==> config.mk <==
export PLATFORM = sky130hd
export DESIGN_NAME = turret_pi_control_with_wrap_unwind
export DESIGN_NICKNAME = d
export VERILOG_FILES = /design/src/tpwu_pkg.sv /design/src/turret_pi_control_with_wrap_unwind.sv /design/src/tpwu_integ_stage.sv /design/src/tpwu_ctrl_stage.sv
export SDC_FILE = /design/constraint.sdc
export NUM_CORES = 2
export LEC_CHECK = 0
export BUFFER_PORTS_ARGS = -buffer_cell sky130_fd_sc_hd__buf_2
export CORE_ASPECT_RATIO = 1.2
export CORE_MARGIN = 2
export CORE_UTILIZATION = 51
export DETAILED_ROUTE_END_ITERATION = 6
export HOLD_SLACK_MARGIN = 0.02
export PLACE_DENSITY = 0.67
export REMOVE_ABC_BUFFERS = 1
export SLEW_MARGIN = 10
export SYNTH_ARGS = -nofsm -noshare
export SYNTH_HDL_FRONTEND = slang
export SYNTH_SLANG_ARGS = --single-unit
==> constraint.sdc <==
create_clock -name clk -period 15.1 [get_ports clk]
set_input_delay 1.51 -clock clk [delete_from_list [all_inputs] [get_ports clk]]
set_output_delay 1.51 -clock clk [all_outputs]
set_load 0.01 [all_outputs]
==> src/tpwu_pkg.sv <==
// ----------------------------------------------------------------------------
// tpwu_pkg
// Types and constants shared by the turret PI control with wrap unwind block.
// ----------------------------------------------------------------------------
package tpwu_pkg;

    // Fixed-point constants, Q4.12 radians and effort units
    localparam int WrapQ12      = 12288;
    localparam int PiQ12        = 12868;
    localparam int UnwindEffort = 100;
    localparam int EffortMax    = 32767;
    localparam int PiFracBits   = 20;

    // Configuration port geometry
    localparam int CfgIndexW = 3;
    localparam int CfgDataW  = 23;

    // Register indexes
    localparam logic [CfgIndexW-1:0] RegEnable        = 3'd0;
    localparam logic [CfgIndexW-1:0] RegPropGain      = 3'd1;
    localparam logic [CfgIndexW-1:0] RegIntegGain     = 3'd2;
    localparam logic [CfgIndexW-1:0] RegIntegralLimit = 3'd3;
    localparam logic [CfgIndexW-1:0] RegTurnMargin    = 3'd4;
    localparam logic [CfgIndexW-1:0] RegTurnBuffer    = 3'd5;

    // Input transaction
    typedef struct packed {
        logic signed [14:0] angle_sample;
        logic signed [15:0] error_sample;
    } in_t;

    // Result transaction
    typedef struct packed {
        logic signed [15:0] drive_effort;
        logic               unwinding;
        logic               wound_flag;
    } out_t;

    // Configuration registers as seen by the stages
    typedef struct packed {
        logic               enable;
        logic signed [15:0] prop_gain;
        logic signed [15:0] integ_gain;
        logic        [22:0] integral_limit;
        logic        [13:0] turn_margin;
        logic        [13:0] turn_buffer;
    } cfg_t;

    // Between the integral stage and the control stage
    typedef struct packed {
        logic signed [14:0] angle;
        logic signed [31:0] prop_prod;
        logic signed [39:0] integ_prod;
    } mid_t;

endpackage

==> src/turret_pi_control_with_wrap_unwind.sv <==
// ----------------------------------------------------------------------------
// turret_pi_control_with_wrap_unwind
// Turret PI loop with wrap detection and fixed-effort unwind.
// ----------------------------------------------------------------------------
// Usage:
//   Input channel (in_valid/in_ready/in_data) carries one control tick: the
//   sampled angle and error. Output channel (out_valid/out_ready/out_data)
//   returns one result per tick: effort, unwinding and wound flags.
//   Configuration is written through cfg_we/cfg_index/cfg_data, one register
//   per cycle, while the block is idle; unknown indexes are ignored.
// Pipeline and throughput:
//   A transaction passes through the input register, the product register
//   and the result register before its result is valid. One transaction per
//   cycle is sustained while the receiver keeps out_ready high; the
//   integral update and the gain products share the first stage, the unwind
//   sequencer and PI scaling the second.
// Reset:
//   rst_n clears all configuration, the integral and the unwind state, and
//   empties the pipeline.
// Stall:
//   While the receiver holds out_ready low the result waits in the output
//   register and the stages behind it keep filling until they are full.
// ----------------------------------------------------------------------------
module turret_pi_control_with_wrap_unwind (
    input  logic                               clk,
    input  logic                               rst_n,
    input  logic                               in_valid,
    output logic                               in_ready,
    input  tpwu_pkg::in_t                      in_data,
    output logic                               out_valid,
    input  logic                               out_ready,
    output tpwu_pkg::out_t                     out_data,
    input  logic                               cfg_we,
    input  logic [tpwu_pkg::CfgIndexW-1:0]     cfg_index,
    input  logic [tpwu_pkg::CfgDataW-1:0]      cfg_data
);
    import tpwu_pkg::*;

    cfg_t cfg_reg;
    logic mid_valid;
    logic mid_ready;
    mid_t mid_data;

    // Configuration registers
    always_ff @(posedge clk or negedge rst_n)
    begin
        if (!rst_n)
        begin
            cfg_reg <= '0;
        end
        else if (cfg_we)
        begin
            case (cfg_index)
                RegEnable:        cfg_reg.enable         <= cfg_data[0];
                RegPropGain:      cfg_reg.prop_gain      <= $signed(cfg_data[15:0]);
                RegIntegGain:     cfg_reg.integ_gain     <= $signed(cfg_data[15:0]);
                RegIntegralLimit: cfg_reg.integral_limit <= cfg_data[22:0];
                RegTurnMargin:    cfg_reg.turn_margin    <= cfg_data[13:0];
                RegTurnBuffer:    cfg_reg.turn_buffer    <= cfg_data[13:0];
                default:          cfg_reg                <= cfg_reg;
            endcase
        end
    end

    // Integral and products
    tpwu_integ_stage u_integ (
        .clk       (clk),
        .rst_n     (rst_n),
        .cfg       (cfg_reg),
        .in_valid  (in_valid),
        .in_ready  (in_ready),
        .in_data   (in_data),
        .mid_valid (mid_valid),
        .mid_ready (mid_ready),
        .mid_data  (mid_data)
    );

    // Sequencer and result register
    tpwu_ctrl_stage u_ctrl (
        .clk       (clk),
        .rst_n     (rst_n),
        .cfg       (cfg_reg),
        .mid_valid (mid_valid),
        .mid_ready (mid_ready),
        .mid_data  (mid_data),
        .out_valid (out_valid),
        .out_ready (out_ready),
        .out_data  (out_data)
    );

endmodule

==> src/tpwu_integ_stage.sv <==
// ----------------------------------------------------------------------------
// tpwu_integ_stage
// Input register, clamped error integral and the two PI gain products.
// ----------------------------------------------------------------------------
module tpwu_integ_stage (
    input  logic           clk,
    input  logic           rst_n,
    input  tpwu_pkg::cfg_t cfg,
    input  logic           in_valid,
    output logic           in_ready,
    input  tpwu_pkg::in_t  in_data,
    output logic           mid_valid,
    input  logic           mid_ready,
    output tpwu_pkg::mid_t mid_data
);
    import tpwu_pkg::*;

    logic               s1_valid_reg;
    in_t                s1_data_reg;
    logic               s2_valid_reg;
    mid_t               s2_data_reg;
    logic signed [23:0] integ_reg;
    logic signed [23:0] integ_next;

    logic               s1_ready;
    logic               s2_ready;
    logic               s1_move;
    logic signed [24:0] integ_sum;
    logic signed [24:0] lim_pos;
    logic signed [24:0] lim_neg;
    logic signed [24:0] integ_clamp;
    logic signed [31:0] prop_prod;
    logic signed [39:0] integ_prod;

    // Handshake: each stage takes a transaction when empty or draining
    always_comb
    begin
        s2_ready = !s2_valid_reg || mid_ready;
        s1_ready = !s1_valid_reg || s2_ready;
        s1_move  = s1_valid_reg && s2_ready;
    end

    assign in_ready  = s1_ready;
    assign mid_valid = s2_valid_reg;
    assign mid_data  = s2_data_reg;

    // Integral accumulate and clamp to +/- limit
    always_comb
    begin
        integ_sum   = $signed({integ_reg[23], integ_reg})
                    + $signed({{9{s1_data_reg.error_sample[15]}}, s1_data_reg.error_sample});
        lim_pos     = $signed({2'b00, cfg.integral_limit});
        lim_neg     = -lim_pos;
        integ_clamp = integ_sum;
        if (integ_sum > lim_pos)
        begin
            integ_clamp = lim_pos;
        end
        if (integ_sum < lim_neg)
        begin
            integ_clamp = lim_neg;
        end
        integ_next = integ_clamp[23:0];
    end

    // Gain products, Q20 fraction
    always_comb
    begin
        prop_prod  = 32'(s1_data_reg.error_sample) * 32'(cfg.prop_gain);
        integ_prod = 40'(integ_next) * 40'(cfg.integ_gain);
    end

    // Control state
    always_ff @(posedge clk or negedge rst_n)
    begin
        if (!rst_n)
        begin
            s1_valid_reg <= 1'b0;
            s2_valid_reg <= 1'b0;
            integ_reg    <= '0;
        end
        else
        begin
            if (s1_ready)
            begin
                s1_valid_reg <= in_valid;
            end
            if (s2_ready)
            begin
                s2_valid_reg <= s1_valid_reg;
            end
            if (s1_move)
            begin
                integ_reg <= integ_next;
            end
        end
    end

    // Payload registers
    always_ff @(posedge clk)
    begin
        if (in_valid && s1_ready)
        begin
            s1_data_reg <= in_data;
        end
        if (s1_move)
        begin
            s2_data_reg.angle      <= s1_data_reg.angle_sample;
            s2_data_reg.prop_prod  <= prop_prod;
            s2_data_reg.integ_prod <= integ_prod;
        end
    end

endmodule

==> src/tpwu_ctrl_stage.sv <==
// ----------------------------------------------------------------------------
// tpwu_ctrl_stage
// Wrap tracking, unwind sequencing, PI scaling and the result register.
// ----------------------------------------------------------------------------
module tpwu_ctrl_stage (
    input  logic           clk,
    input  logic           rst_n,
    input  tpwu_pkg::cfg_t cfg,
    input  logic           mid_valid,
    output logic           mid_ready,
    input  tpwu_pkg::mid_t mid_data,
    output logic           out_valid,
    input  logic           out_ready,
    output tpwu_pkg::out_t out_data
);
    import tpwu_pkg::*;

    logic               out_valid_reg;
    out_t               out_data_reg;
    logic signed [15:0] prev_angle_reg;
    logic signed [16:0] setpoint_reg;
    logic               wound_reg;
    logic               pending_reg;
    logic               clockwise_reg;
    logic               turning_reg;
    logic signed [15:0] held_reg;

    logic signed [16:0] setpoint_next;
    logic               wound_next;
    logic               pending_next;
    logic               clockwise_next;
    logic               turning_next;
    logic signed [15:0] effort_next;
    logic               unw_next;

    logic               move;
    logic signed [15:0] ang16;
    logic signed [15:0] mag16;
    logic signed [15:0] arm_thr;
    logic signed [16:0] ang17;
    logic signed [16:0] buf17;
    logic signed [17:0] ang18;
    logic signed [17:0] sp18;
    logic signed [17:0] buf18;
    logic               wrap_cross;
    logic               arm;
    logic               wound_flip;
    logic signed [40:0] pi_sum;
    logic signed [40:0] pi_bias;
    logic signed [20:0] pi_q;
    logic signed [15:0] pi_sat;

    assign mid_ready = !out_valid_reg || out_ready;
    assign move      = mid_valid && mid_ready;
    assign out_valid = out_valid_reg;
    assign out_data  = out_data_reg;

    // PI sum, truncate toward zero, saturate
    always_comb
    begin
        pi_sum  = $signed({{9{mid_data.prop_prod[31]}}, mid_data.prop_prod})
                + $signed({mid_data.integ_prod[39], mid_data.integ_prod});
        pi_bias = pi_sum[40] ? pi_sum + 41'sd1048575 : pi_sum;
        pi_q    = pi_bias[40:PiFracBits];
        if (pi_q > EffortMax)
        begin
            pi_sat = 16'(EffortMax);
        end
        else if (pi_q < -EffortMax)
        begin
            pi_sat = -16'(EffortMax);
        end
        else
        begin
            pi_sat = pi_q[15:0];
        end
    end

    // Angle forms used by the compares
    always_comb
    begin
        ang16      = $signed({mid_data.angle[14], mid_data.angle});
        mag16      = (mid_data.angle < 0) ? -ang16 : ang16;
        arm_thr    = 16'(PiQ12) - $signed({2'b00, cfg.turn_margin});
        ang17      = $signed({{2{mid_data.angle[14]}}, mid_data.angle});
        buf17      = $signed({3'b000, cfg.turn_buffer});
        ang18      = $signed({{3{mid_data.angle[14]}}, mid_data.angle});
        buf18      = $signed({4'b0000, cfg.turn_buffer});
        wrap_cross = (ang16 > WrapQ12 && prev_angle_reg < -WrapQ12)
                  || (ang16 < -WrapQ12 && prev_angle_reg > WrapQ12);
    end

    // Wrap and unwind sequencing
    always_comb
    begin
        setpoint_next  = setpoint_reg;
        wound_next     = wound_reg;
        pending_next   = pending_reg;
        clockwise_next = clockwise_reg;
        turning_next   = turning_reg;
        effort_next    = held_reg;
        unw_next       = 1'b0;
        wound_flip     = wound_reg ^ wrap_cross;
        arm            = !turning_reg && wound_flip && (mag16 < arm_thr);
        sp18           = '0;

        if (cfg.enable)
        begin
            wound_next = wound_flip;
            if (arm)
            begin
                pending_next = 1'b1;
                if (mid_data.angle < 0)
                begin
                    setpoint_next = ang17 + buf17;
                end
                else if (mid_data.angle > 0)
                begin
                    setpoint_next = ang17 - buf17;
                end
            end
            sp18 = $signed({setpoint_next[16], setpoint_next});

            if (pending_next)
            begin
                // choosing a direction: previous effort repeats
                if (mid_data.angle > 0)
                begin
                    clockwise_next = 1'b1;
                    pending_next   = 1'b0;
                    turning_next   = 1'b1;
                end
                else if (mid_data.angle < 0)
                begin
                    clockwise_next = 1'b0;
                    pending_next   = 1'b0;
                    turning_next   = 1'b1;
                end
            end
            else if (clockwise_reg && turning_reg)
            begin
                effort_next = -16'(UnwindEffort);
                unw_next    = 1'b1;
                if (ang18 < sp18 && ang18 > sp18 - buf18)
                begin
                    turning_next = 1'b0;
                    wound_next   = 1'b0;
                end
            end
            else if (!clockwise_reg && turning_reg)
            begin
                effort_next = 16'(UnwindEffort);
                unw_next    = 1'b1;
                if (ang18 > sp18 && ang18 < sp18 + buf18)
                begin
                    turning_next = 1'b0;
                    wound_next   = 1'b0;
                end
            end
            else
            begin
                effort_next = pi_sat;
            end
        end
        else
        begin
            effort_next = '0;
        end
    end

    // Loop state and result valid
    always_ff @(posedge clk or negedge rst_n)
    begin
        if (!rst_n)
        begin
            out_valid_reg  <= 1'b0;
            prev_angle_reg <= '0;
            setpoint_reg   <= '0;
            wound_reg      <= 1'b0;
            pending_reg    <= 1'b0;
            clockwise_reg  <= 1'b0;
            turning_reg    <= 1'b0;
            held_reg       <= '0;
        end
        else
        begin
            if (mid_ready)
            begin
                out_valid_reg <= mid_valid;
            end
            if (move)
            begin
                prev_angle_reg <= ang16;
                setpoint_reg   <= setpoint_next;
                wound_reg      <= wound_next;
                pending_reg    <= pending_next;
                clockwise_reg  <= clockwise_next;
                turning_reg    <= turning_next;
                held_reg       <= effort_next;
            end
        end
    end

    // Result payload
    always_ff @(posedge clk)
    begin
        if (move)
        begin
            out_data_reg.drive_effort <= effort_next;
            out_data_reg.unwinding    <= unw_next;
            out_data_reg.wound_flag   <= wound_next;
        end
    end

endmodule

==> reports/metrics.csv <==
metric,value,unit
muxShareOfSynthArea,2.75,%
worst_ep_required_time,15.42,ns
wl_met2,60500,um
rows,119,
fill_cells,7988,
placed_area,0.0467,mm^2
fp.dieH,330,um
drtPass1Iterations,7,
m1WireLength,48300,um
synth.cell_area,0.0452,mm^2
cts_tree,built,
finalMaxSlewViolations,0,
wl_met3,4730,um
max_stage_delay,0.87,ns
worst_pin_slew,1.15,ns
num_vias,34000,
fin_tns_setup,0,ns
holdWs,0.420,ns
routedWlPerCell,20.0,um
critPathArrivalTime,14.05,ns
synth.avg_cell_area,9.29,um^2
ys_warn_count,0,
portBuffers,81,
cp_slowest_cell,a2bb2oi_1,
largest_register_ffs,87,
outcome,"finished, violations left",
startpoint_type,flop,
slew_headroom,23.0,%
core_region_area,0.0878,mm^2
clock_skew,0.0360,ns
r2r_start,u_integ.s1_data_reg[8]$_DFFE_PP_,
crit_buf_inv,4,
post_cts_buffers,0,
max_freq,72.8,MHz
hp-class,flop to flop,
synth_compound_area_share,11.4,%
dieArea,0.0911,mm^2
synthXorXnorAreaFrac,4.11,%
drt_iter0_drc,2121,
synth_top_family_by_area,adder cells,
cts.sinks,299,
clk_pin_slew_worst_paths,0.06,ns
synth_ff_type,dfrtp_1,
maxCapViolCount,0,
cts_resized,0,
path_delay_family,compound AO/OA/AOI/OAI gates,
ys_ff_latch,299,
crit_start,u_integ.s1_data_reg[8]$_DFFE_PP_,
worstSetupPathType,flop to flop,
final_nets,5984,
cts-root-buf,clkbuf_16,
crit_top_cell,fa_1,
via_per_inst,5.63,
hold_viol_final,0,
yosysSeqAreaShare,18.0,%
synth-simple-area-share,15.2,%
violations,design-rule violations,
hold_start,u_integ.s1_data_reg[16]$_DFFE_PP_,
grt_usage,27.1,%
async_flop_share,54.5,%
finalCoreUtilization,54.6,%
grt.overflow.total,0,
grt_max_degree,91,
setup_viol,0,
ant_nets,0,
pin_count,82,
period_needed,13.74,ns
cts_made_buffers,38,
cts_hold_buf,0,
cts_max_path_buffers,3,
grt_pass1_wl,192000,um
synth_fa_ha_area_share,40.0,%
area_growth,6.12,%
place_hpwl,96100,um
layout-drive-gt1-share,7.22,%
antenna_found_initial,4,
clk_latency,0.59,ns
grt_pass1_vias,35100,
die_w,276,um
wl,121000,um
worstPathMaxFanout,17,
gp_congestion,0.969,
top_layer_used,met4,
synth_edf_count,136,
fin_crit_sh,91.0,%
endpoint_kind,flop,
final_area,0.0480,mm^2
ys_types,95,
htreeDepth,2,
start_util,51.5,%
netlist_instances,4868,
drcViolationCount,16,
rsz0062_at_grt,false,
-- layout make-up --
cell class | instances | area [um^2] | area share [%]
multi-input combinational | 3542 | 33200 | 69.2
sequential | 299 | 8160 | 17.0
inverter | 861 | 3230 | 6.74
tap | 1149 | 1440 | 3.00
clock buffer | 47 | 1040 | 2.16
timing repair buffer | 120 | 704 | 1.47
clock inverter | 21 | 208 | 0.433
antenna | 3 | 7.51 | 0.0156
-- worst register-to-register path, delay by kind of cell (launching register included) --
kind | cells | cell delay [ns]
compound gates | 20 | 6.81
xor+xnor | 2 | 0.44
fa+ha+maj | 9 | 4.13
buf+inv | 4 | 0.21
flops | 1 | 0.85
simple gates | 7 | 1.01
-- cells by family after synthesis --
logic type / Yosys count
XOR/XNOR: 212
AO/OA/AOI/OAI: 767
buffers and inverters: 1027
AND/OR/NAND/NOR: 1391
flip-flops: 299
other: 1
multiplexers: 111
adder cells (fa/ha/maj): 1060
-- final timing paths --
kind | endpoint | slack [ns] | cells after the start
min | u_integ.mid_data[72]$_DFFE_PP_ | 0.42 | 0
max | u_integ.mid_data[38]$_DFFE_PP_ | 1.36 | 42
max in group asynchronous | u_integ.integ_reg[22]$_DFFE_PN0P_ | 12.40 | 2
min reg2reg | u_integ.mid_data[72]$_DFFE_PP_ | 0.42 | 0
min in group asynchronous | u_ctrl.held_reg[7]$_DFFE_PN0P_ | 1.00 | 1
max reg2reg | u_integ.mid_data[38]$_DFFE_PP_ | 1.36 | 42
-- metal layers --
metal | track usage (%) | up-vias
li1 | - | 15800
met1 | 33.4 | 17100
met2 | 47.0 | 784
met3 | 2.73 | 262
met4 | 14.2 | 0
met5 | 0 | -
-- layout by cell type (no fill, tap or decap), types with 38 or more instances in the layout --
master	netlist	final
a21oi_1	185	185
buf_4	0	39
nand2_1	529	529
buf_2	19	80
edfxtp_1	136	136
a21o_1	88	88
fa_1	642	642
o21ai_0	158	158
dfrtp_1	163	163
clkbuf_16	0	39
nor2_1	187	187
inv_1	860	859
xnor2_1	157	157
nand2b_1	56	56
nand3_1	74	74
and2_1	268	267
nor2b_1	38	38
nor3_1	68	67
xor2_1	55	55
ha_1	418	418
mux2_2	103	103
-- synthesized netlist by cell type (all sizes together) (38+ instances only) --
cell	instances	share of area [%]
a21o	88	1.5
a21oi	186	2.1
and2	268	3.7
clkbuf	144	1.2
dfrtp	163	9.0
edfxtp	136	9.0
fa	642	28
ha	418	12
inv	861	7.1
mux2	104	2.6
nand2	529	4.4
nand2b	56	0.77
nand3	75	0.84
nor2	187	1.6
nor2b	38	0.53
nor3	71	0.83
o21ai	165	1.8
xnor2	157	3.0
xor2	55	1.1
-- stage by stage --
stage,cells,setup WS [ns]
after floorplan,4702,3.05
after CTS,6039,1.51
after global routing,6039,0.660
after global placement,5971,1.84
after detailed placement,5971,1.66
final,6042,1.36
Power is left out: the tool's default activity adds up to more than one toggle a clock period on the data nets, which glitch-free logic cannot reach.
